[config.mk]
export PLATFORM = sky130hd
export DESIGN_NAME = dpp_event_deframer_coincidence_core
export DESIGN_NICKNAME = d
export VERILOG_FILES = /design/src/sv/ded_pkg.sv /design/src/sv/ded_parser.sv /design/src/sv/ded_coinc.sv /design/src/sv/dpp_event_deframer_coincidence_core.sv
export SDC_FILE = /design/constraint.sdc
export NUM_CORES = 1
export LEC_CHECK = 0
export BUFFER_PORTS_ARGS = -buffer_cell sky130_fd_sc_hd__buf_2
export CORE_ASPECT_RATIO = 0.7
export CORE_MARGIN = 3
export CORE_UTILIZATION = 40
export DETAILED_ROUTE_END_ITERATION = 10
export PLACE_DENSITY = 0.64
export SYNTH_ARGS = -nofsm -noshare
export SYNTH_HDL_FRONTEND = slang
export SYNTH_SLANG_ARGS = --single-unit
[constraint.sdc]
create_clock -name aclk -period 27.4 [get_ports aclk]
set_input_delay 5.48 -clock aclk [delete_from_list [all_inputs] [get_ports aclk]]
set_output_delay 5.48 -clock aclk [all_outputs]
set_load 0.005 [all_outputs]
[src/sv/ded_pkg.sv]
// ----------------------------------------------------------------------------
// ded_pkg
// Shared types and constants for the event deframer and coincidence core.
// ----------------------------------------------------------------------------
`timescale 1ns / 1ps
`default_nettype none

package ded_pkg;

    localparam int WORD_W      = 16;
    localparam int M_TDATA_W   = 136;
    localparam int CFG_INDEX_W = 3;
    localparam int CFG_DATA_W  = 17;

    // Number of events sharing one coarse tag that completes a coincidence.
    localparam logic [2:0] COINCIDENCE_TARGET = 3'd2;

    // Configuration register indexes.
    localparam logic [CFG_INDEX_W-1:0] REG_CHARGE_SUM_LOW   = 3'd0;
    localparam logic [CFG_INDEX_W-1:0] REG_CHARGE_SUM_HIGH  = 3'd1;
    localparam logic [CFG_INDEX_W-1:0] REG_LEFT_CHANNEL     = 3'd2;
    localparam logic [CFG_INDEX_W-1:0] REG_RIGHT_CHANNEL    = 3'd3;
    localparam logic [CFG_INDEX_W-1:0] REG_FINE_SELECT_CODE = 3'd4;

    // Configuration reset values.
    localparam logic [16:0] RST_CHARGE_SUM_LOW   = 17'd1800;
    localparam logic [16:0] RST_CHARGE_SUM_HIGH  = 17'd2800;
    localparam logic [7:0]  RST_LEFT_CHANNEL     = 8'd6;
    localparam logic [7:0]  RST_RIGHT_CHANNEL    = 8'd7;
    localparam logic [15:0] RST_FINE_SELECT_CODE = 16'd2;

    // Record kinds.
    localparam logic KIND_COINCIDENCE = 1'b0;
    localparam logic KIND_BAD_TYPE    = 1'b1;

    typedef struct packed {
        logic [16:0] charge_sum_low;
        logic [16:0] charge_sum_high;
        logic [7:0]  left_channel;
        logic [7:0]  right_channel;
        logic [15:0] fine_select_code;
    } cfg_t;

    // What the parser hands to the coincidence unit for the current word.
    typedef struct packed {
        logic        finish;      // a type 1 event completes on this word
        logic        bad_type;    // header closed with an unknown event type
        logic [31:0] event_type;
        logic [31:0] channel;
        logic [31:0] coarse_tag;
        logic [9:0]  fine_code;
        logic [15:0] charge;
    } parse_t;

    typedef struct packed {
        logic        record_kind;
        logic [32:0] coarse_time_ns;
        logic [16:0] fine_left_q6;
        logic [16:0] fine_right_q6;
        logic [15:0] charge_left;
        logic [15:0] charge_right;
        logic [31:0] bad_event_type;
    } result_t;

    // Fine code times 125, done as shifts and subtracts.
    function automatic logic [16:0] fine_to_q6(input logic [9:0] code);
        logic [16:0] x;
        x = {7'd0, code};
        return (x << 7) - (x << 1) - x;
    endfunction

endpackage

`default_nettype wire

[src/sv/ded_parser.sv]
// ----------------------------------------------------------------------------
// ded_parser
// Word-by-word event stream parser: header, type 1 and type 2 bodies.
// ----------------------------------------------------------------------------
`timescale 1ns / 1ps
`default_nettype none

module ded_parser (
    input  wire logic                  aclk,
    input  wire logic                  aresetn,
    input  wire logic                  step,
    input  wire logic [15:0]           word,
    input  wire logic [15:0]           fine_select_code,
    output ded_pkg::parse_t            parse
);

    localparam logic [4:0] P_SIZE_LO    = 5'd0;
    localparam logic [4:0] P_SIZE_HI    = 5'd1;
    localparam logic [4:0] P_TYPE_LO    = 5'd2;
    localparam logic [4:0] P_TYPE_HI    = 5'd3;
    localparam logic [4:0] P_CHAN_LO    = 5'd4;
    localparam logic [4:0] P_CHAN_HI    = 5'd5;
    localparam logic [4:0] P_TAG_LO     = 5'd6;
    localparam logic [4:0] P_TAG_HI     = 5'd7;
    localparam logic [4:0] P_SEL        = 5'd8;
    localparam logic [4:0] P_EX1        = 5'd9;
    localparam logic [4:0] P_EX2        = 5'd10;
    localparam logic [4:0] P_SGQ        = 5'd11;
    localparam logic [4:0] P_LGQ        = 5'd12;
    localparam logic [4:0] P_PU         = 5'd13;
    localparam logic [4:0] P_PROBE      = 5'd14;
    localparam logic [4:0] P_NS_LO      = 5'd15;
    localparam logic [4:0] P_NS_HI      = 5'd16;
    localparam logic [4:0] P_SAMPLES    = 5'd17;
    localparam logic [4:0] P_AN_LO      = 5'd18;
    localparam logic [4:0] P_AN_HI      = 5'd19;
    localparam logic [4:0] P_AN_SAMPLES = 5'd20;
    localparam logic [4:0] P_W_NS_LO    = 5'd21;
    localparam logic [4:0] P_W_NS_HI    = 5'd22;
    localparam logic [4:0] P_W_SAMPLES  = 5'd23;

    logic [4:0]  pos_reg, pos_next;
    logic [15:0] low_reg, low_next;
    logic [31:0] type_reg, type_next;
    logic [31:0] chan_reg, chan_next;
    logic [31:0] tag_reg, tag_next;
    logic [15:0] sel_reg, sel_next;
    logic [9:0]  fine_reg, fine_next;
    logic [15:0] charge_reg, charge_next;
    logic [15:0] probe_reg, probe_next;
    logic [31:0] skip_reg, skip_next;

    logic [31:0] joined;
    logic [31:0] skip_dec;
    logic        finish;
    logic        bad_type;

    assign joined   = {word, low_reg};
    assign skip_dec = skip_reg - 32'd1;

    always_comb begin
        pos_next    = pos_reg;
        low_next    = low_reg;
        type_next   = type_reg;
        chan_next   = chan_reg;
        tag_next    = tag_reg;
        sel_next    = sel_reg;
        fine_next   = fine_reg;
        charge_next = charge_reg;
        probe_next  = probe_reg;
        skip_next   = skip_reg;
        finish      = 1'b0;
        bad_type    = 1'b0;
        case (pos_reg)
            P_SIZE_HI: pos_next = P_TYPE_LO;
            P_TYPE_LO: begin
                low_next = word;
                pos_next = P_TYPE_HI;
            end
            P_TYPE_HI: begin
                type_next = joined;
                pos_next  = P_CHAN_LO;
            end
            P_CHAN_LO: begin
                low_next = word;
                pos_next = P_CHAN_HI;
            end
            P_CHAN_HI: begin
                chan_next = joined;
                pos_next  = P_TAG_LO;
            end
            P_TAG_LO: begin
                low_next = word;
                pos_next = P_TAG_HI;
            end
            P_TAG_HI: begin
                tag_next = joined;
                if (type_reg == 32'd1) begin
                    pos_next = P_SEL;
                end else if (type_reg == 32'd2) begin
                    pos_next = P_W_NS_LO;
                end else begin
                    pos_next = P_SIZE_LO;
                    bad_type = 1'b1;
                end
            end
            P_SEL: begin
                sel_next = word;
                pos_next = P_EX1;
            end
            P_EX1: begin
                if (sel_reg == fine_select_code) begin
                    fine_next = word[9:0];
                end
                pos_next = P_EX2;
            end
            P_EX2: pos_next = P_SGQ;
            P_SGQ: pos_next = P_LGQ;
            P_LGQ: begin
                charge_next = word;
                pos_next    = P_PU;
            end
            P_PU: pos_next = P_PROBE;
            P_PROBE: begin
                probe_next = word;
                pos_next   = P_NS_LO;
            end
            P_NS_LO: begin
                low_next = word;
                pos_next = P_NS_HI;
            end
            P_NS_HI: begin
                skip_next = joined;
                if (joined != 32'd0) begin
                    pos_next = P_SAMPLES;
                end else if (probe_reg[15]) begin
                    pos_next = P_AN_LO;
                end else begin
                    pos_next = P_SIZE_LO;
                    finish   = 1'b1;
                end
            end
            P_SAMPLES: begin
                skip_next = skip_dec;
                if (skip_dec == 32'd0) begin
                    if (probe_reg[15]) begin
                        pos_next = P_AN_LO;
                    end else begin
                        pos_next = P_SIZE_LO;
                        finish   = 1'b1;
                    end
                end
            end
            P_AN_LO: begin
                low_next = word;
                pos_next = P_AN_HI;
            end
            P_AN_HI: begin
                skip_next = joined;
                if ((probe_reg[1:0] inside {2'd1, 2'd2}) && joined != 32'd0) begin
                    pos_next = P_AN_SAMPLES;
                end else begin
                    pos_next = P_SIZE_LO;
                    finish   = 1'b1;
                end
            end
            P_AN_SAMPLES: begin
                skip_next = skip_dec;
                if (skip_dec == 32'd0) begin
                    pos_next = P_SIZE_LO;
                    finish   = 1'b1;
                end
            end
            P_W_NS_LO: begin
                low_next = word;
                pos_next = P_W_NS_HI;
            end
            P_W_NS_HI: begin
                skip_next = joined;
                pos_next  = (joined != 32'd0) ? P_W_SAMPLES : P_SIZE_LO;
            end
            P_W_SAMPLES: begin
                skip_next = skip_dec;
                if (skip_dec == 32'd0) begin
                    pos_next = P_SIZE_LO;
                end
            end
            default: begin
                // Size low word; any position outside the map lands here too.
                low_next = word;
                pos_next = P_SIZE_HI;
            end
        endcase
    end

    always_ff @(posedge aclk) begin
        if (!aresetn) begin
            pos_reg    <= P_SIZE_LO;
            low_reg    <= '0;
            type_reg   <= '0;
            chan_reg   <= '0;
            tag_reg    <= '0;
            sel_reg    <= '0;
            fine_reg   <= '0;
            charge_reg <= '0;
            probe_reg  <= '0;
            skip_reg   <= '0;
        end else if (step) begin
            pos_reg    <= pos_next;
            low_reg    <= low_next;
            type_reg   <= type_next;
            chan_reg   <= chan_next;
            tag_reg    <= tag_next;
            sel_reg    <= sel_next;
            fine_reg   <= fine_next;
            charge_reg <= charge_next;
            probe_reg  <= probe_next;
            skip_reg   <= skip_next;
        end
    end

    assign parse.finish     = finish;
    assign parse.bad_type   = bad_type;
    assign parse.event_type = type_reg;
    assign parse.channel    = chan_reg;
    assign parse.coarse_tag = tag_reg;
    assign parse.fine_code  = fine_reg;
    assign parse.charge     = charge_reg;

endmodule

`default_nettype wire

[src/sv/ded_coinc.sv]
// ----------------------------------------------------------------------------
// ded_coinc
// Left and right detector records, coincidence counting and charge window.
// ----------------------------------------------------------------------------
`timescale 1ns / 1ps
`default_nettype none

module ded_coinc (
    input  wire logic             aclk,
    input  wire logic             aresetn,
    input  wire logic             step,
    input  wire ded_pkg::cfg_t    cfg,
    input  wire ded_pkg::parse_t  parse,
    output logic                  res_valid,
    output ded_pkg::result_t      res
);

    logic [9:0]  left_fine_reg, left_fine_next;
    logic [15:0] left_charge_reg, left_charge_next;
    logic [9:0]  right_fine_reg, right_fine_next;
    logic [15:0] right_charge_reg, right_charge_next;
    logic [31:0] tag_reg, tag_next;
    logic [2:0]  count_reg, count_next;

    logic [2:0]  count_inc;
    logic [16:0] charge_sum;
    logic        in_window;
    logic        emit;

    assign count_inc  = count_reg + 3'd1;
    assign charge_sum = {1'b0, left_charge_next} + {1'b0, right_charge_next};
    assign in_window  = (charge_sum > cfg.charge_sum_low) &&
                        (charge_sum < cfg.charge_sum_high);

    always_comb begin
        left_fine_next    = left_fine_reg;
        left_charge_next  = left_charge_reg;
        right_fine_next   = right_fine_reg;
        right_charge_next = right_charge_reg;
        tag_next          = tag_reg;
        count_next        = count_reg;
        emit              = 1'b0;
        if (parse.finish) begin
            // The left record wins when both channel registers match.
            if (parse.channel == {24'd0, cfg.left_channel}) begin
                left_fine_next   = parse.fine_code;
                left_charge_next = parse.charge;
            end else if (parse.channel == {24'd0, cfg.right_channel}) begin
                right_fine_next   = parse.fine_code;
                right_charge_next = parse.charge;
            end
            if (parse.coarse_tag == tag_reg) begin
                if (count_inc == ded_pkg::COINCIDENCE_TARGET) begin
                    emit       = in_window;
                    count_next = 3'd1;
                end else begin
                    count_next = count_inc;
                end
            end else begin
                tag_next = parse.coarse_tag;
            end
        end
    end

    always_ff @(posedge aclk) begin
        if (!aresetn) begin
            left_fine_reg    <= '0;
            left_charge_reg  <= '0;
            right_fine_reg   <= '0;
            right_charge_reg <= '0;
            tag_reg          <= '0;
            count_reg        <= 3'd1;
        end else if (step) begin
            left_fine_reg    <= left_fine_next;
            left_charge_reg  <= left_charge_next;
            right_fine_reg   <= right_fine_next;
            right_charge_reg <= right_charge_next;
            tag_reg          <= tag_next;
            count_reg        <= count_next;
        end
    end

    assign res_valid = emit || parse.bad_type;

    always_comb begin
        if (parse.bad_type) begin
            res                = '0;
            res.record_kind    = ded_pkg::KIND_BAD_TYPE;
            res.bad_event_type = parse.event_type;
        end else begin
            res.record_kind    = ded_pkg::KIND_COINCIDENCE;
            res.coarse_time_ns = {parse.coarse_tag, 1'b0};
            res.fine_left_q6   = ded_pkg::fine_to_q6(left_fine_next);
            res.fine_right_q6  = ded_pkg::fine_to_q6(right_fine_next);
            res.charge_left    = left_charge_next;
            res.charge_right   = right_charge_next;
            res.bad_event_type = '0;
        end
    end

endmodule

`default_nettype wire

[src/sv/dpp_event_deframer_coincidence_core.sv]
// Path: an accepted word waits in the input register; when it is consumed, its record (if any)
// is loaded into the output register, from which it can be taken.
// Throughput: one stream word per cycle; the parse step and coincidence update
// sit between the input register and the output register.
// The input waits only while a record is held unread and the buffered word makes another.
// Reset: synchronous, active low; clears parse state and records, sets the count to one, loads config defaults.
// ----------------------------------------------------------------------------
// dpp_event_deframer_coincidence_core
// Deframes a 16-bit digitizer event stream and emits two-channel coincidence
// records or unknown-type error records.
// ----------------------------------------------------------------------------
`timescale 1ns / 1ps
`default_nettype none

module dpp_event_deframer_coincidence_core (
    input  wire logic                              aclk,
    input  wire logic                              aresetn,
    // Stream input.
    input  wire logic                              s_tvalid,
    output logic                                   s_tready,
    input  wire logic [ded_pkg::WORD_W-1:0]        s_tdata,   // [15:0] data_word
    // Record output.
    output logic                                   m_tvalid,
    input  wire logic                              m_tready,
    // [32:0] coarse_time_ns, [49:33] fine_left_q6, [66:50] fine_right_q6,
    // [82:67] charge_left, [98:83] charge_right, [130:99] bad_event_type,
    // [135:131] zero
    output logic [ded_pkg::M_TDATA_W-1:0]          m_tdata,
    output logic                                   m_tuser,   // [0] record_kind
    // Configuration write channel.
    input  wire logic                              cfg_valid,
    output logic                                   cfg_ready,
    input  wire logic [ded_pkg::CFG_INDEX_W-1:0]   cfg_index,
    input  wire logic [ded_pkg::CFG_DATA_W-1:0]    cfg_data
);

    // Configuration registers. Writes are always taken at once.
    ded_pkg::cfg_t cfg_reg;

    assign cfg_ready = 1'b1;

    always_ff @(posedge aclk) begin
        if (!aresetn) begin
            cfg_reg.charge_sum_low   <= ded_pkg::RST_CHARGE_SUM_LOW;
            cfg_reg.charge_sum_high  <= ded_pkg::RST_CHARGE_SUM_HIGH;
            cfg_reg.left_channel     <= ded_pkg::RST_LEFT_CHANNEL;
            cfg_reg.right_channel    <= ded_pkg::RST_RIGHT_CHANNEL;
            cfg_reg.fine_select_code <= ded_pkg::RST_FINE_SELECT_CODE;
        end else if (cfg_valid && cfg_ready) begin
            case (cfg_index)
                ded_pkg::REG_CHARGE_SUM_LOW:   cfg_reg.charge_sum_low  <= cfg_data;
                ded_pkg::REG_CHARGE_SUM_HIGH:  cfg_reg.charge_sum_high <= cfg_data;
                ded_pkg::REG_LEFT_CHANNEL:     cfg_reg.left_channel    <= cfg_data[7:0];
                ded_pkg::REG_RIGHT_CHANNEL:    cfg_reg.right_channel   <= cfg_data[7:0];
                ded_pkg::REG_FINE_SELECT_CODE: cfg_reg.fine_select_code <= cfg_data[15:0];
                default: ;
            endcase
        end
    end

    // Input register: holds one word until the parse stage consumes it.
    logic                       in_valid_reg;
    logic [ded_pkg::WORD_W-1:0] in_word_reg;
    logic                       consume;
    logic                       s_fire;

    assign s_fire   = s_tvalid && s_tready;
    assign s_tready = !in_valid_reg || consume;

    always_ff @(posedge aclk) begin
        if (!aresetn) begin
            in_valid_reg <= 1'b0;
        end else if (s_fire) begin
            in_valid_reg <= 1'b1;
        end else if (consume) begin
            in_valid_reg <= 1'b0;
        end
    end

    always_ff @(posedge aclk) begin
        if (s_fire) begin
            in_word_reg <= s_tdata;
        end
    end

    // Parse and coincidence stage. Both only advance when the word is consumed.
    ded_pkg::parse_t  parse;
    ded_pkg::result_t res;
    logic             res_valid;

    ded_parser u_parser (
        .aclk             (aclk),
        .aresetn          (aresetn),
        .step             (consume),
        .word             (in_word_reg),
        .fine_select_code (cfg_reg.fine_select_code),
        .parse            (parse)
    );

    ded_coinc u_coinc (
        .aclk      (aclk),
        .aresetn   (aresetn),
        .step      (consume),
        .cfg       (cfg_reg),
        .parse     (parse),
        .res_valid (res_valid),
        .res       (res)
    );

    // A word that makes no record may always proceed; one that makes a record
    // waits until the output register is free or being drained.
    logic out_free;
    logic out_load;

    assign out_free = !m_tvalid || m_tready;
    assign consume  = in_valid_reg && (!res_valid || out_free);
    assign out_load = consume && res_valid;

    // Output register.
    logic             out_valid_reg;
    ded_pkg::result_t out_reg;

    always_ff @(posedge aclk) begin
        if (!aresetn) begin
            out_valid_reg <= 1'b0;
        end else if (out_load) begin
            out_valid_reg <= 1'b1;
        end else if (m_tready) begin
            out_valid_reg <= 1'b0;
        end
    end

    always_ff @(posedge aclk) begin
        if (out_load) begin
            out_reg <= res;
        end
    end

    assign m_tvalid = out_valid_reg;
    assign m_tuser  = out_reg.record_kind;
    assign m_tdata  = {5'd0,
                       out_reg.bad_event_type,
                       out_reg.charge_right,
                       out_reg.charge_left,
                       out_reg.fine_right_q6,
                       out_reg.fine_left_q6,
                       out_reg.coarse_time_ns};

endmodule

`default_nettype wire

Word-level counts from Yosys, hierarchy flattened

Cells that the tools add are included.

Word-level logic and storage cells: 159
Bits of input ports: 41
Bits in registers: 510
Output and inout bits: 140

Order comparisons: 2
Bitwise logic cells: 2
Muxes and demuxes: 38
Equal/unequal tests: 38
Add/subtract/negate cells: 7
Reduce and logical (&&, ||, !) cells: 40

Operators by type and width:

| operator                                                             | count |
|---|---|
| 132-bit 2-to-1 mux                                                   | 1 |
| 5-bit case mux with 22 select lines                                  | 1 |
| 16-bit 2-to-1 mux                                                    | 5 |
| 32-bit by 8-bit == test with 1-bit output                            | 2 |
| 32-bit case mux with 2 select lines                                  | 1 |
| 10-bit 2-to-1 mux                                                    | 5 |
| 5-bit by 4-bit == test with 1-bit output, second input constant      | 8 |
| 5-bit == test, second input constant                                 | 8 |
| 5-bit 2-to-1 mux                                                     | 8 |
| 17-bit by 10-bit subtractor with 17-bit output                       | 2 |
| 17-bit by 11-bit subtractor with 17-bit output                       | 2 |
| 32-bit by 1-bit == test with 1-bit output, second input constant     | 1 |
| 32-bit by 2-bit == test with 1-bit output, second input constant     | 1 |
| 32-bit == test                                                       | 1 |
| 32-bit zero test                                                     | 1 |
| 32-bit nonzero test                                                  | 1 |
| 32-bit by 1-bit subtractor with 32-bit output, second input constant | 1 |
| 2-bit AND reduction                                                  | 13 |
| 5-bit by 3-bit == test with 1-bit output, second input constant      | 4 |
| 16-bit by 16-bit adder with 17-bit output                            | 1 |
| 17-bit > comparator                                                  | 1 |
| 17-bit < comparator                                                  | 1 |
| 17-bit OR reduction                                                  | 1 |
| 16-bit == test                                                       | 1 |
| other kinds (21)                                                     | 56 |

Logic depth before layout (Yosys ltp)

Depth after elaboration: 19
Depth in mapped cells: 35
Mapped depth without buffers: 30

Cells and area by module

From an unflattened synthesis, not the netlist that was laid out.

Cells, all modules: 2639
Area, all modules: 24813.8 um2

Modules (own cells, without submodules):

| module                              | instances | area an instance (um2) | sequential area each (um2) | cells each |
|---|---|---|---|---|
| ded_parser                          | 1         | 9419.0                 | 3883.7                     | 1200 |
| ded_coinc                           | 1         | 8230.4                 | 1741.7                     | 1019 |
| dpp_event_deframer_coincidence_core | 1         | 7164.4                 | 5805.6                     | 420 |

Least setup slack after synthesis

Ideal clock, no wire load.

Kind: reg-to-output
From: register u_parser.skip_reg[24]
To: output s_tready
Data required time: 21920 ps
Data arrival time: 6364 ps
Setup slack: 15556 ps
Buffers on the path: 2
Stages on the path, launching flop included: 28
Cell sequence: dfxtp_1 or4_4 or3_4 a2111oi_4 nand4_2 nor4_1 a31o_2 buf_4 buf_2 mux2i_1 inv_1 ha_1 fa_1 a21o_1 a21oi_1 a211oi_1 a31o_2 a21o_1 a21oi_1 xnor2_1 ha_1 a21o_1 a21o_1 a21oi_1 a21oi_1 a211oi_1 nor3_1 o211ai_1

Longest elaborated chain between the ends: 16
Elaborated cells on any way between the ends: 19
Those cells by class: add/sub (2); order compare (2); mux (8); reduce/logical (7)

RTL lines:

| item                                                              | line                                       | text |
|---|---|---|
| start, declared                                                   | ded_parser.sv:51                           | `logic [31:0] skip_reg, skip_next;` |
| start signal, assigned                                            | ded_parser.sv:218                          | `skip_reg <= skip_next;` |
| 32-bit by 1-bit subtractor with 32-bit output (*)                 | ded_parser.sv:59                           | `assign skip_dec = skip_reg - 32'd1;` |
| 32-bit zero test (*)                                              | ded_parser.sv:145, ded_parser.sv:169       |  |
| 1-bit 2-to-1 mux, on equally long branches                        | ded_parser.sv:169, ded_parser.sv:145       |  |
| 1-bit case mux with 4 select lines (*)                            | ded_parser.sv:74                           | `case (pos_reg)` |
| 16-bit 2-to-1 mux (*)                                             | ded_coinc.sv:43                            | `if (parse.finish) begin` |
| via u_coinc.right_charge_next[0]                                  | ded_coinc.sv:21                            | `logic [15:0] right_charge_reg, right_charge_next;` |
| 16-bit by 16-bit adder with 17-bit output (*)                     | ded_coinc.sv:31                            | `assign charge_sum = {1'b0, left_charge_next} + {1'b0, right_charge_next};` |
| 17-bit > comparator / 17-bit < comparator (equally long branches) | ded_coinc.sv:32, ded_coinc.sv:33           |  |
| 1-bit logical AND (*)                                             | ded_coinc.sv:32                            | `assign in_window = (charge_sum > cfg.charge_sum_low) &&` |
| 1-bit 2-to-1 mux (*)                                              | ded_coinc.sv:53                            | `if (count_inc == ded_pkg::COINCIDENCE_TARGET) begin` |
| 1-bit 2-to-1 mux (*)                                              | ded_coinc.sv:52                            | `if (parse.coarse_tag == tag_reg) begin` |
| 1-bit 2-to-1 mux (*)                                              | ded_coinc.sv:43                            |  |
| 1-bit logical OR (*)                                              | ded_coinc.sv:83                            | `assign res_valid = emit \|\| parse.bad_type;` |
| 1-bit zero test (*)                                               | dpp_event_deframer_coincidence_core.sv:116 | `assign consume = in_valid_reg && (!res_valid \|\| out_free);` |
| 1-bit logical OR (*)                                              | dpp_event_deframer_coincidence_core.sv:116 |  |
| 1-bit logical AND (*)                                             | dpp_event_deframer_coincidence_core.sv:116 |  |
| 1-bit logical OR (*)                                              | dpp_event_deframer_coincidence_core.sv:68  | `assign s_tready = !in_valid_reg \|\| consume;` |
| end, declared                                                     | dpp_event_deframer_coincidence_core.sv:20  | `output logic s_tready,` |

Mark *: on every way through the listed nets, which the timed path passes. The rest lies on a longest branch.

Final worst setup path

From: register u_parser.skip_reg[0]
To: output s_tready

Same word-level chain as after synthesis.

==> impl_metrics.env <==
export IMPL_cts_hold_buffers=0
export IMPL_clock_root_buffer="clkbuf_16"
export IMPL_rsz0062_at_grt="false"
export IMPL_gp_congestion=0.926
export IMPL_slew_viol_final=0
export IMPL_track_usage_pct=21.1
export IMPL_core_area_um2=59200
export IMPL_num_nets_final=2834
export IMPL_overflow=0
export IMPL_drc=0
export IMPL_wire_per_inst_um=19.4
export IMPL_yosysMostFrequentCell="dfxtp_1"
export IMPL_syn2layout_area_growth_pct=12.8
export IMPL_p_per_area_nw_per_um2=62.9
export IMPL_cts_num_sinks=496
export IMPL_worstPathArrival_ps=8630
export IMPL_via_per_inst=5.47
export IMPL_post_cts_resized=0
export IMPL_period_minus_slack_ps=14110
export IMPL_initial_core_util_pct=41.0
export IMPL_synth_top_area_cell="dfxtp_1"
export IMPL_grt_max_degree=109
export IMPL_firstDrtPassIters=5
export IMPL_routed_wl_um=68600
export IMPL_synth_seq_area_share_pct=47.0
export IMPL_syn_inst=2599
export IMPL_dp_cells=3440
export IMPL_path_clk_slew_ps=60
export IMPL_cp_slowest_cell="ha_1"
export IMPL_setup_viol=0
export IMPL_critPathMaxFanout=30
export IMPL_tightestPinTransition_ps=1190
export IMPL_cts_setup_buffers=0
export IMPL_hold_class="reg2reg"
export IMPL_ir_drop_uv=41.8
export IMPL_drtIter0Drc=1957
export IMPL_synth_cell_type_count=94
export IMPL_grt_pass1_vias=17800
export IMPL_synth_edff_count=147
export IMPL_ios=181
export IMPL_drive_gt1_share_pct=13.9
export IMPL_ys_async_sr_fraction_pct=0
export IMPL_diodes=0
export IMPL_finalPower_mw=1.72
export IMPL_clock_latency_ps=630
export IMPL_yosys_area_top_type_share_pct=28.8
export IMPL_largest_reg_flops=130
export IMPL_postSynthAreaPerCell_um2=9.33
export IMPL_vias=19300
export IMPL_cts_made_buffers=49
export IMPL_grt_pass1_wl_um=106000
export IMPL_ant_nets=0
export IMPL_synth_commonest_cells="dfxtp_1 (349), nand2_1 (323), nor2_1 (275)"
export IMPL_ys_flop_type="dfxtp_1"
export IMPL_worst_ep_required_time_ps=21920
export IMPL_die_y_um=212
export IMPL_drv_cap=0
export IMPL_die_w_um=300
export IMPL_min_period_over_period_pct=51.5
export IMPL_rows=74
export IMPL_h_tree_depth=2
export IMPL_syn_area_um2=24200
export IMPL_cts_tree="done"
export IMPL_status="finished clean"
export IMPL_synth_seq_cells=496
export IMPL_crit_type="reg2out"
export IMPL_post_dp_hpwl_um=49200
export IMPL_power_leakage_nw=10.8
export IMPL_antenna_found_initial=2
export IMPL_synth_area_leaders="dfxtp_1 (29%), edfxtp_1 (18%), mux2i_1 (5.3%), nand2_1 (5.0%), ha_1 (4.8%)"
export IMPL_place_port_buffers=173
export IMPL_die_area_um2=63600
export IMPL_relSlewSlack_pct=20.8
export IMPL_end_kind="output pin"
export IMPL_clockBufferDepth=3
export IMPL_tns_ps=0
export IMPL_skew_ps=42.8
export IMPL_yosysWarnings=0
export IMPL_startpoint_type="register"
export IMPL_layout_cells_non_filler=3532
export IMPL_max_freq_ghz=0.0709
export IMPL_fillers=5554
export IMPL_crit_path_frequent_cell="ha_1"
export IMPL_hold_violations=0
export IMPL_slowest_delay_ps=460
[layout make-up]
type                            count  area [um2]  area share [%]
Clock buffer                       62        1360            4.96
Clock inverter                     30         395            1.45
Inverter                          121         462            1.69
Multi-Input combinational cell   1831       11700            42.8
Sequential cell                   496       11400            41.7
Tap cell                          798         998            3.65
Timing Repair Buffer              194        1030            3.75
[report_power, final]
part	switching (mW)	total, mW	internal [mW]
clock	0.313	0.727	0.415
combinational	0.125	0.202	0.0763
sequential	0.0197	0.791	0.771
[placed cells by master (no fill, tap or decap), drive strengths merged, types with 11 or more instances in the layout]
cell type / n
a211oi: 62
a21o: 26
a21oi: 185
and2: 44
and3: 12
buf: 194
clkbuf: 62
clkinv: 13
dfxtp: 349
edfxtp: 147
ha: 93
inv: 126
mux2i: 129
nand2: 327
nand3: 109
nand4: 30
nor2: 276
nor2b: 44
nor3: 23
nor4: 52
o211ai: 18
o21a: 11
o21ai: 125
or4: 11
xnor2: 65
xor2: 53
[worst paths after layout]
check	slack (ps)	from	cells after the start	to
hold reg to reg	460	cfg_reg[45]$_SDFFE_PN0P_	2	cfg_reg[45]$_SDFFE_PN0P_
hold / removal	460	cfg_reg[45]$_SDFFE_PN0P_	2	cfg_reg[45]$_SDFFE_PN0P_
setup reg to reg	17620	u_parser.skip_reg[0]$_SDFFE_PN0P_	29	m_tdata[14]$_SDFFCE_PP0P_
setup / recovery	13290	u_parser.skip_reg[0]$_SDFFE_PN0P_	29	s_tready
[cells by family after synthesis]
family / synth area share (%)
and+or+nand+nor: 19.1
DFF: 47.0
AOI/OAI and AO/OA: 13.7
buffers and inverters: 4.99
adders and majority gates: 5.42
other: 0.0310
xor gates and xnor gates: 4.26
muxes: 5.47
[metrics by stage]
step	setup slack, ps	util [%]	instance area [um2]	hold WS, ps
3_5_place_dp	14100	43.2	25600	450
4_1_cts	13400	46.2	27300	458
5_1_grt	12760	46.2	27300	470
3_3_place_gp	14310	43.2	25600	444
6_report	13290	46.2	27300	456
2_1_floorplan	15560	-	24300	436
[worst max-delay path, delay by kind of cell (launching register included)]
family / cells / cell delay (ps)
AND/OR/NAND/NOR: 7 / 1840
XOR/XNOR: 1 / 280
flip-flops: 1 / 400
adder cells (fa/ha/maj): 4 / 1440
multiplexers: 1 / 400
buffers and inverters: 4 / 860
AO/OA/AOI/OAI: 12 / 2800
[per-layer routing]
layer / global-route usage (%) / wire [um]
met1: 33.8 / 34900
met2: 29.4 / 27100
met3: 3.32 / 5490
met4: 4.37 / 1120
met5: 0 / 0
(Power assumes the default switching activity.)
